[src/rtl/eehr_pkg.sv]
// ----------------------------------------------------------------------------
// eehr_pkg - shared types and constants for the encoder event history ring
// Entry layout, request codes, chain control and derived widths.
// ----------------------------------------------------------------------------
package eehr_pkg;

	// number of cells in the history chain
	localparam int HISTORY_DEPTH = 32;
	// most entries one dump may emit
	localparam int RESULT_LIMIT  = 32;

	// width of the valid count (holds 0..HISTORY_DEPTH)
	localparam int CNT_W = $clog2(HISTORY_DEPTH + 1);
	// width of the rotation counter (holds 0..HISTORY_DEPTH-1)
	localparam int ROT_W = $clog2(HISTORY_DEPTH);
	// width of the dump limit field and emitted count
	localparam int LIM_W = 6;
	// common width for comparing counts against the dump limit
	localparam int CMP_W = (CNT_W > LIM_W) ? CNT_W : LIM_W;

	// request codes
	localparam logic [1:0] FUNC_ADD   = 2'd0;
	localparam logic [1:0] FUNC_CLEAR = 2'd1;
	localparam logic [1:0] FUNC_DUMP  = 2'd2;

	// one stored encoder event
	typedef struct packed {
		logic [31:0]       stamp;
		logic signed [1:0] dir;
		logic [7:0]        drive;
	} entry_t;

	// control sent to every cell of the chain
	typedef struct packed {
		logic shift;   // push a new entry in at cell 0, all move one older
		logic rotate;  // move every entry one place toward cell 0, cell 0 wraps
	} chain_ctl_t;

endpackage

[src/rtl/eehr_cell.sv]
// ----------------------------------------------------------------------------
// eehr_cell - one cell of the history chain
// Holds one entry; takes the newer neighbor on a push and the older
// neighbor on a rotation.
// ----------------------------------------------------------------------------
module eehr_cell (
	input  logic                 clk,
	input  eehr_pkg::chain_ctl_t ctl,
	input  eehr_pkg::entry_t     newer,
	input  eehr_pkg::entry_t     older,
	output eehr_pkg::entry_t     entry
);

	eehr_pkg::entry_t entry_q;

	// load from a neighbor, otherwise hold
	always_ff @(posedge clk) begin
		if (ctl.shift) begin
			entry_q <= newer;
		end else if (ctl.rotate) begin
			entry_q <= older;
		end
	end

	assign entry = entry_q;

endmodule

[src/rtl/encoder_event_history_ring.sv]
// ----------------------------------------------------------------------------
// encoder_event_history_ring - history of encoder events with position sum
// A chain of cells holds the events, newest in cell 0. Add pushes an event
// in and updates the position sum; clear empties the history; dump walks
// the chain by rotation and emits the entries newest first.
// ----------------------------------------------------------------------------
//
//  channel   direction  tdata                                  tuser        tlast
//  s_axis    in         time, direction, drive, max_entries    func         -
//  m_axis    out        sum, latest, entry time/dir/drive,     entry_valid  last
//                       emitted_count
//
//  Add, clear, unused codes and a dump with nothing to emit give one status
//  request each.
//  A dump with entries rotates the whole chain once, one place per step, the
//  first min(max_entries, count, 32) steps emitting one request each.
//  The input is not ready while a dump is rotating or the output is stalled.
//  Output stalls hold the rotation while it emits; the output register parts
//  the two sides.
//  Reset clears counts, sum and handshake state; the cells are not reset.
//
module encoder_event_history_ring (
	input  logic          clk,
	input  logic          arst_n,
	input  logic          s_axis_tvalid,
	output logic          s_axis_tready,
	// [31:0] event_time, [33:32] direction, [41:34] drive_level,
	// [47:42] max_entries
	input  logic [47:0]   s_axis_tdata,
	// [1:0] func
	input  logic [1:0]    s_axis_tuser,
	output logic          m_axis_tvalid,
	input  logic          m_axis_tready,
	// [31:0] position_sum, [63:32] latest_time, [95:64] entry_time,
	// [97:96] entry_direction, [105:98] entry_drive, [111:106] emitted_count
	output logic [111:0]  m_axis_tdata,
	// [0] entry_valid
	output logic          m_axis_tuser,
	output logic          m_axis_tlast
);

	localparam int D = eehr_pkg::HISTORY_DEPTH;

	// input fields
	logic [1:0]                  func;
	eehr_pkg::entry_t            new_entry;
	logic [eehr_pkg::LIM_W-1:0]  max_entries;

	assign func            = s_axis_tuser;
	assign new_entry.stamp = s_axis_tdata[31:0];
	assign new_entry.dir   = s_axis_tdata[33:32];
	assign new_entry.drive = s_axis_tdata[41:34];
	assign max_entries     = s_axis_tdata[47:42];

	// control state
	logic [31:0]                 acc_q;
	logic [eehr_pkg::CNT_W-1:0]  count_q;
	logic [31:0]                 latest_q;
	logic                        busy_q;
	logic [eehr_pkg::ROT_W-1:0]  rot_q;
	logic [eehr_pkg::LIM_W-1:0]  lim_q;

	// output register
	logic          out_valid_q;
	logic [31:0]   out_sum_q;
	logic [31:0]   out_latest_q;
	logic          out_evalid_q;
	logic [31:0]   out_etime_q;
	logic [1:0]    out_edir_q;
	logic [7:0]    out_edrive_q;
	logic [5:0]    out_ecount_q;
	logic          out_last_q;

	eehr_pkg::chain_ctl_t ctl;
	eehr_pkg::entry_t     cells [D];

	logic                        slot_free;
	logic                        in_acc;
	logic                        emitting;
	logic                        step;
	logic                        load_out;
	logic [31:0]                 dir_ext;
	logic [31:0]                 acc_add;
	logic [31:0]                 latest_now;
	logic [eehr_pkg::CMP_W-1:0]  lim_a;
	logic [eehr_pkg::CMP_W-1:0]  lim_b;
	logic [eehr_pkg::CMP_W-1:0]  lim_n;

	assign slot_free     = !out_valid_q || m_axis_tready;
	assign s_axis_tready = !busy_q && slot_free;
	assign in_acc        = s_axis_tvalid && s_axis_tready;

	// emit while the rotation count is below the dump limit
	assign emitting = eehr_pkg::CMP_W'(rot_q) < eehr_pkg::CMP_W'(lim_q);
	assign step     = busy_q && (!emitting || slot_free);

	// a new result loads for every request but a dump with entries, and per emission
	assign load_out = (in_acc && !(func == eehr_pkg::FUNC_DUMP && lim_n != '0)) ||
		(step && emitting);

	assign dir_ext    = {{30{new_entry.dir[1]}}, new_entry.dir};
	assign acc_add    = acc_q + dir_ext;
	assign latest_now = (count_q != '0) ? latest_q : 32'd0;

	// dump limit: smaller of max_entries, count and the result limit
	always_comb begin
		lim_a = (eehr_pkg::CMP_W'(max_entries) < eehr_pkg::CMP_W'(count_q)) ?
			eehr_pkg::CMP_W'(max_entries) : eehr_pkg::CMP_W'(count_q);
		lim_b = eehr_pkg::CMP_W'(eehr_pkg::RESULT_LIMIT);
		lim_n = (lim_a < lim_b) ? lim_a : lim_b;
	end

	// chain control
	always_comb begin
		ctl.shift  = in_acc && (func == eehr_pkg::FUNC_ADD);
		ctl.rotate = step;
	end

	// chain of cells: cell 0 newest, rotation wraps cell 0 to the far end
	for (genvar i = 0; i < D; i++) begin : g_cell
		if (i == 0) begin : g_head
			eehr_cell u_cell (
				.clk   (clk),
				.ctl   (ctl),
				.newer (new_entry),
				.older (cells[1]),
				.entry (cells[0])
			);
		end else if (i == D - 1) begin : g_tail
			eehr_cell u_cell (
				.clk   (clk),
				.ctl   (ctl),
				.newer (cells[i-1]),
				.older (cells[0]),
				.entry (cells[i])
			);
		end else begin : g_mid
			eehr_cell u_cell (
				.clk   (clk),
				.ctl   (ctl),
				.newer (cells[i-1]),
				.older (cells[i+1]),
				.entry (cells[i])
			);
		end
	end

	// request handling and dump sequencing
	always_ff @(posedge clk or negedge arst_n) begin
		if (!arst_n) begin
			acc_q       <= '0;
			count_q     <= '0;
			busy_q      <= 1'b0;
			rot_q       <= '0;
			out_valid_q <= 1'b0;
		end else begin
			if (in_acc) begin
				case (func)
					eehr_pkg::FUNC_ADD: begin
						acc_q <= acc_add;
						if (count_q != eehr_pkg::CNT_W'(D)) begin
							count_q <= count_q + 1'b1;
						end
					end
					eehr_pkg::FUNC_CLEAR: begin
						acc_q   <= '0;
						count_q <= '0;
					end
					eehr_pkg::FUNC_DUMP: begin
						if (lim_n != '0) begin
							busy_q <= 1'b1;
							rot_q  <= '0;
						end
					end
					default: begin
					end
				endcase
			end
			// advance the rotation; finish after one full turn
			if (step) begin
				if (rot_q == eehr_pkg::ROT_W'(D - 1)) begin
					busy_q <= 1'b0;
				end else begin
					rot_q <= rot_q + 1'b1;
				end
			end
			// load a new result, otherwise drop a taken one
			if (load_out) begin
				out_valid_q <= 1'b1;
			end else if (m_axis_tready) begin
				out_valid_q <= 1'b0;
			end
		end
	end

	// payload: latest stamp, dump limit and output fields
	always_ff @(posedge clk) begin
		if (in_acc) begin
			if (func == eehr_pkg::FUNC_ADD) begin
				latest_q <= new_entry.stamp;
			end
			if (func == eehr_pkg::FUNC_DUMP) begin
				lim_q <= eehr_pkg::LIM_W'(lim_n);
			end
			// status request for every code but a dump with entries
			out_evalid_q <= 1'b0;
			out_etime_q  <= '0;
			out_edir_q   <= '0;
			out_edrive_q <= '0;
			out_ecount_q <= '0;
			out_last_q   <= 1'b1;
			case (func)
				eehr_pkg::FUNC_ADD: begin
					out_sum_q    <= acc_add;
					out_latest_q <= new_entry.stamp;
				end
				eehr_pkg::FUNC_CLEAR: begin
					out_sum_q    <= '0;
					out_latest_q <= '0;
				end
				default: begin
					out_sum_q    <= acc_q;
					out_latest_q <= latest_now;
				end
			endcase
		end else if (step && emitting) begin
			out_sum_q    <= acc_q;
			out_latest_q <= latest_now;
			out_evalid_q <= 1'b1;
			out_etime_q  <= cells[0].stamp;
			out_edir_q   <= cells[0].dir;
			out_edrive_q <= cells[0].drive;
			out_ecount_q <= 6'(rot_q) + 6'd1;
			out_last_q   <= (eehr_pkg::LIM_W'(rot_q) + 1'b1) == lim_q;
		end
	end

	assign m_axis_tvalid = out_valid_q;
	assign m_axis_tdata  = {out_ecount_q, out_edrive_q, out_edir_q, out_etime_q,
		out_latest_q, out_sum_q};
	assign m_axis_tuser  = out_evalid_q;
	assign m_axis_tlast  = out_last_q;

endmodule

[config.mk]
export PLATFORM = sky130hd
export DESIGN_NAME = encoder_event_history_ring
export DESIGN_NICKNAME = d
export VERILOG_FILES = /design/src/rtl/eehr_pkg.sv /design/src/rtl/eehr_cell.sv /design/src/rtl/encoder_event_history_ring.sv
export SDC_FILE = /design/constraint.sdc
export NUM_CORES = 2
export LEC_CHECK = 0
export BUFFER_PORTS_ARGS = -buffer_cell sky130_fd_sc_hd__buf_4
export CORE_AREA = 2 2 472 474
export DETAILED_ROUTE_END_ITERATION = 10
export DIE_AREA = 0 0 474 476
export GPL_TIMING_DRIVEN = 1
export SYNTH_ARGS = -nofsm -noshare
export SYNTH_HDL_FRONTEND = slang
export SYNTH_SLANG_ARGS = --single-unit
[constraint.sdc]
create_clock -name clk -period 36.3 [get_ports clk]
set_clock_uncertainty 0.05 [all_clocks]
set_input_delay 7.26 -clock clk [delete_from_list [all_inputs] [get_ports clk]]
set_output_delay 7.26 -clock clk [all_outputs]
set_load 0.02 [all_outputs]
* Word-level counts from Yosys, hierarchy flattened
Index checks and enable logic that the tools add are counted.
** Storage, ports and cells
- Flip-flop bits (word level) :: 1541
- Input port bits :: 54
- Logic and storage cells :: 235
** Cells by class
- Add/subtract/negate cells :: 4
- Order comparisons :: 3
- Equal/unequal tests :: 6
- Mux-type cells :: 87
- Reductions and logical operators :: 24
** Operators by type and width (count)
- two-way mux 42 bit :: 64
- two-way mux 32 bit :: 5
- one-hot mux 32 bit (2 select lines) :: 2
- adder 32 bit :: 1
- two-way mux 5 bit :: 5
- two-way mux 6 bit :: 3
- one-hot mux 6 bit (2 select lines) :: 1
- nonzero test 6 bit :: 2
- nonzero test 2 bit :: 4
- logical AND 1 bit :: 7
- two-way mux 1 bit :: 7
- adder 5 x 1 -> 6 bit (second input constant) :: 1
- adder 6 x 1 -> 6 bit (second input constant) :: 1
- equality test 6 bit :: 1
- < comparator 5 x 6 -> 1 bit :: 1
- < comparator 6 bit :: 1
- < comparator 6 bit (second input constant) :: 1
- != test 6 bit (second input constant) :: 1
- adder 5 x 1 -> 5 bit (second input constant) :: 1
- equality test 5 bit (second input constant) :: 1
- logical NOT 1 bit :: 4
- AND reduction 2 bit :: 2
- logical OR 1 bit :: 3
- AND reduction 3 bit :: 1
- other kinds (4) :: 4

* Logic depth before layout (Yosys ltp)
- Word-level depth :: 10
- Mapped depth :: 13

* By module
A second synthesis with hierarchy kept.
** Unflattened totals
- Cell total of the unflattened synthesis :: 3670
- Area total of the unflattened synthesis :: 72270.6 um^2
** By module, submodules not included
- eehr_cell :: instances 32, cells an instance 90, area an instance 1978.1 um^2
- encoder_event_history_ring :: instances 1, cells an instance 790, area an instance 8969.9 um^2

* Least setup slack after synthesis
Ideal clock, no wire load.
- Path type :: in2reg
- Start point :: in m_axis_tready
- End point :: reg g_cell[0].g_head.u_cell.entry_q, in the netlist g_cell[0].g_head.u_cell.entry[0] (enable)
- Library setup time :: 9.228 ns
- Arrival :: 30.187 ns
- Path slack :: -3.165 ns
- Stages on the path :: 9
- Path buffers :: 3
- Cell sequence :: nand2b_2 and2b_1 nand2_1 nor2_1 nand2_1 buf_2 buf_2 buf_2 nand2_1
** Between the ends
- Cells in the longest elaborated chain, start to end :: 5
- Elaborated cells on any way between the ends :: 7
** Ends and longest elaborated chain
- start: declaration :: RTL line encoder_event_history_ring.sv:33 : input logic m_axis_tready,
- logical OR 1 bit :: RTL line encoder_event_history_ring.sv:89 : assign slot_free = !out_valid_q || m_axis_tready;
- logical AND 1 bit :: RTL line encoder_event_history_ring.sv:90 : assign s_axis_tready = !busy_q && slot_free;
- named net s_axis_tready :: RTL line encoder_event_history_ring.sv:26 : output logic s_axis_tready,
- logical AND 1 bit :: RTL line encoder_event_history_ring.sv:91 : assign in_acc = s_axis_tvalid && s_axis_tready;
- logical AND 1 bit :: RTL line encoder_event_history_ring.sv:115 : ctl.shift = in_acc && (func == eehr_pkg::FUNC_ADD);
- nonzero test 2 bit (no line)
- end signal: assignment :: RTL line eehr_cell.sv:19 : entry_q <= newer;
- end signal: assignment :: RTL line eehr_cell.sv:21 : entry_q <= older;
- end: declaration :: RTL line eehr_cell.sv:14 : eehr_pkg::entry_t entry_q;
The timed path passes the listed nets, and every way through them passes these cells.
A chain may end at the register's enable or synchronous reset.

* Worst setup path after layout
- Start point :: in m_axis_tready
- End point :: out s_axis_tready
** Between the ends
- Cells in the longest elaborated chain, start to end :: 2
** Ends and longest elaborated chain (RTL line)
- logical OR 1 bit :: encoder_event_history_ring.sv:89
- logical AND 1 bit :: encoder_event_history_ring.sv:90
- end: declaration :: encoder_event_history_ring.sv:26
Every way passes these cells.

==> metrics.cfg <==
[status]
status = finished, final reports clean

[grt]
grt_start_max_net_pins = 280
global_route.overflow_total = 0
track_usage = 0.112
antenna_violations_before_repair = 8
vias_in_the_first_global_route = 41100
first_pass_grt_wire_length_um = 211000

[yosys]
synth_edf_count = 1446
synthCells = 6526
synth_flop_cell = edfxtp_1
synthesis.area_per_instance_um2 = 10.1
postSynthNetCount = 6626
synth.mux.area_fraction = 0.000762
dominant_combinational_cell_family_by_area_after_synthesis = simple AND/OR/NAND/NOR gates
synth_simple_gate_area_frac = 0.250
post_synth_xor_area_fraction = 0.00520
netlist_area_um2 = 65700
synthArstFlopShare = 0.0292
synth.yosys.warnings = 0
synth_adder_area_share = 0.00887
synth-seq-cells = 1541
synth-compound-area-share = 0.0180
yosysSeqAreaShare = 0.693
yosys.cell_types.count = 58

[finish]
flow.area_growth_from_synthesis_pct = 13.3
num-nets-final = 6653
final_layout_size_suffix_gt1_frac = 0.0655
fin_cells = 9645

[worst_setup_path]
endpoint_kind_of_the_worst_setup_timing_path = primary output
rrSetupSlack_ns = 28.57
setup.worst_path.start_class = input port
worst_path_largest_cell_delay_ns = 0.20
crit_path_frequent_cell = buf_4
critical_path_class = in2out
timing.critical_path.slowest_stage_cell = nand2b_2
worstPathCellList = buf_4, nand2b_2, and2b_1, buf_4
required_arrival_time_at_the_worst_endpoint_ns = 28.99
worst_ep_arrival_time_ns = 7.93
worst-path-max-fanout = 5

[sta]
post_route_minimum_period_ns = 15.24
whs_ns = 0.408
final_hold_viol_count = 0
post_route_clock_period_utilization = 0.420
tns_ns = 0
max-slew-margin-rel = 0.193
fin_max_slew_vios = 0
timing.fmax_mhz = 65.6
worst_slew_pin_slew_ns = 1.21
setup_viol = 0
rsz0062_at_grt = false
timing.final.ws_setup_ns = 21.06

[routing]
detail_route.wl_per_cell_um = 13.4
drt_iter0_drc = 4181
first_pass_iters = 5
drc_errors = 0
drt-vias-per-instance = 4.48
antenna_left = 0
wl_final_um = 129000
route.vias.total = 43200

[clock_network]
cts_tree = built
cts_root_buf = clkbuf_16
cts-buffers-inserted = 154
cts_hold_repair.buffers = 0
clock_insertion_delay_worst_skew_ns = 0.78
clock_path_buffers = 3
tritoncts_num_sinks = 1541
worst_setup_hold_path_clk_slew_ns = 0.06
number_of_buffers_inserted_by_post_cts_setup_repair = 0
post_cts_resize_count = 0
htree_levels = 4

[power_and_ir_drop]
power.share.clock = 0.219
p_leak_nw = 31.7
power_frac_seq = 0.550
power_frac_comb = 0.230
power_per_cell_area_nw_per_um2 = 94.5
worst_ir_drop_vdd_mv = 0.0721
p_sw_mw = 2.30
power.internal_mw = 4.74
swShare = 0.326

[floorplan]
core_area_um2 = 221000
floorplan.initialDensity = 0.297
fp.dieH_um = 476
die_width_um = 474
row_count = 173
die_outline_area_um2 = 226000
pin_count = 170

[place]
dpl.hpwl_um = 76200
dp.cells = 9372
io_buffer_count = 169
setup_slack_at_placement_ns = 21.08
place_congestion = 0.810

[worst_hold_path]
hold_class = reg2reg

[flow_run]
max_cap_violations = 0

[metal layers]
metal / vias to the layer above / GRT usage / part of all wire
li1: 21300 / - / -
met1: 21000 / 0.159 / 0.48
met2: 799 / 0.174 / 0.45
met3: 187 / 0.0196 / 0.050
met4: 0 / 0.0349 / 0.021
met5: - / 0 / 0
[cell type report]
cell class,instances,area [um2]
antenna,1,2.50
clock buffer,202,4140
clock inverter,70,669
fill,22100,147000
inverter,25,101
multi-input combinational,4627,18700
sequential,1541,45500
tap,2975,3720
timing repair buffer,204,1620
[flip-flops by register name (all words and copies together), names as in the netlist, 2 cells and up]
| register | cells |
|---|---|
| out_edir_q | 2 |
| lim_q | 6 |
| acc_q | 32 |
| count_q | 6 |
| g_cell.g_mid.u_cell.entry | 1260 |
| out_edrive_q | 8 |
| out_ecount_q | 6 |
| latest_q | 32 |
| g_cell.g_head.u_cell.entry | 42 |
| g_cell.g_tail.u_cell.entry | 42 |
| rot_q | 5 |
| out_sum_q | 32 |
| out_etime_q | 32 |
| out_latest_q | 32 |
[kinds of logic after synthesis]
kind of cell,count (synthesis)
multiplexers,5
XOR/XNOR,39
AND/OR/NAND/NOR,4345
flip-flops,1541
adder cells (fa/ha/maj),46
AO/OA/AOI/OAI,192
buffers and inverters,358
[critical path: cells and delay by family]
family | cells | cell delay (ns)
buffers and inverters | 2 | 0.27
AND/OR/NAND/NOR | 2 | 0.40
[power groups by stage]
stage	sequential [mW]	clock, mW	combinational (mW)
floorplan	4.41	0	1.12
global placement	3.88	0	1.59
detailed placement	3.90	0	1.65
CTS	3.88	1.59	1.66
global route	4.00	1.66	1.87
finish	3.87	1.54	1.62
[cells in the mapped netlist, types with 3 or more instances]
library cell  count  area (um2)
xnor2_1          21         184
o21ai_0          24         120
o21bai_1          5        37.5
nor2_1           36         135
a31oi_1           3        18.8
mux2i_1           5        50.1
buf_2           170         851
inv_1            22        82.6
o21ai_1          26         130
dfrtp_1          45        1130
edfxtp_1       1446       43400
a21oi_1          82         410
a211oi_1          3        22.5
nand2_1        4253       16000
xor2_1           18         158
nand2b_1          7        43.8
and3_1            3        18.8
nand3_1          11        55.1
inv_2             3        11.3
a21o_1           20         150
clkbuf_1        148         556
dfxtp_1          50        1000
buf_1            14        52.6
o211ai_1          4        30.0
or3_1             3        18.8
nor2b_1           4        25.0
ha_1             45         563
nor3_1            4        20.0
nand4_1          10        62.6
[metrics by stage]
step           total power, mW  area, um2  utilization
6_report                  7.04      74500        0.337
5_1_grt                   7.53      74500        0.337
4_1_cts                   7.13      74500        0.337
3_5_place_dp              5.55      69600        0.315
3_3_place_gp              5.47      69600        0.315
2_1_floorplan             5.53      65700            -
[worst paths after layout]
kind	start	depth (start not counted)	to
max in group asynchronous	arst_n	1	acc_q[3]
worst max-delay path	m_axis_tready	4	s_axis_tready
worst min-delay path	out_edrive_q[6]	2	out_edrive_q[6]
min in group asynchronous	arst_n	1	acc_q[31]
worst min register to register	out_edrive_q[6]	2	out_edrive_q[6]
worst max register to register	m_axis_tvalid	11	g_cell[25].g_mid.u_cell.entry[1]
[layout by cell type, fill, tap and decap left out, drive strengths merged, types with 11 or more instances in the layout]
| cell | netlist | routed |
|---|---|---|
| xnor2 | 21 | 21 |
| edfxtp | 1446 | 1446 |
| buf | 185 | 204 |
| a21o | 20 | 20 |
| nand2 | 4253 | 4253 |
| clkbuf | 148 | 202 |
| ha | 45 | 45 |
| xor2 | 18 | 18 |
| nor2 | 36 | 36 |
| inv | 25 | 30 |
| dfxtp | 50 | 50 |
| o21ai | 52 | 52 |
| a21oi | 83 | 83 |
| clkinv | 0 | 55 |
| nand3 | 11 | 11 |
| dfrtp | 45 | 45 |
Power figures use the tool's default switching activity.
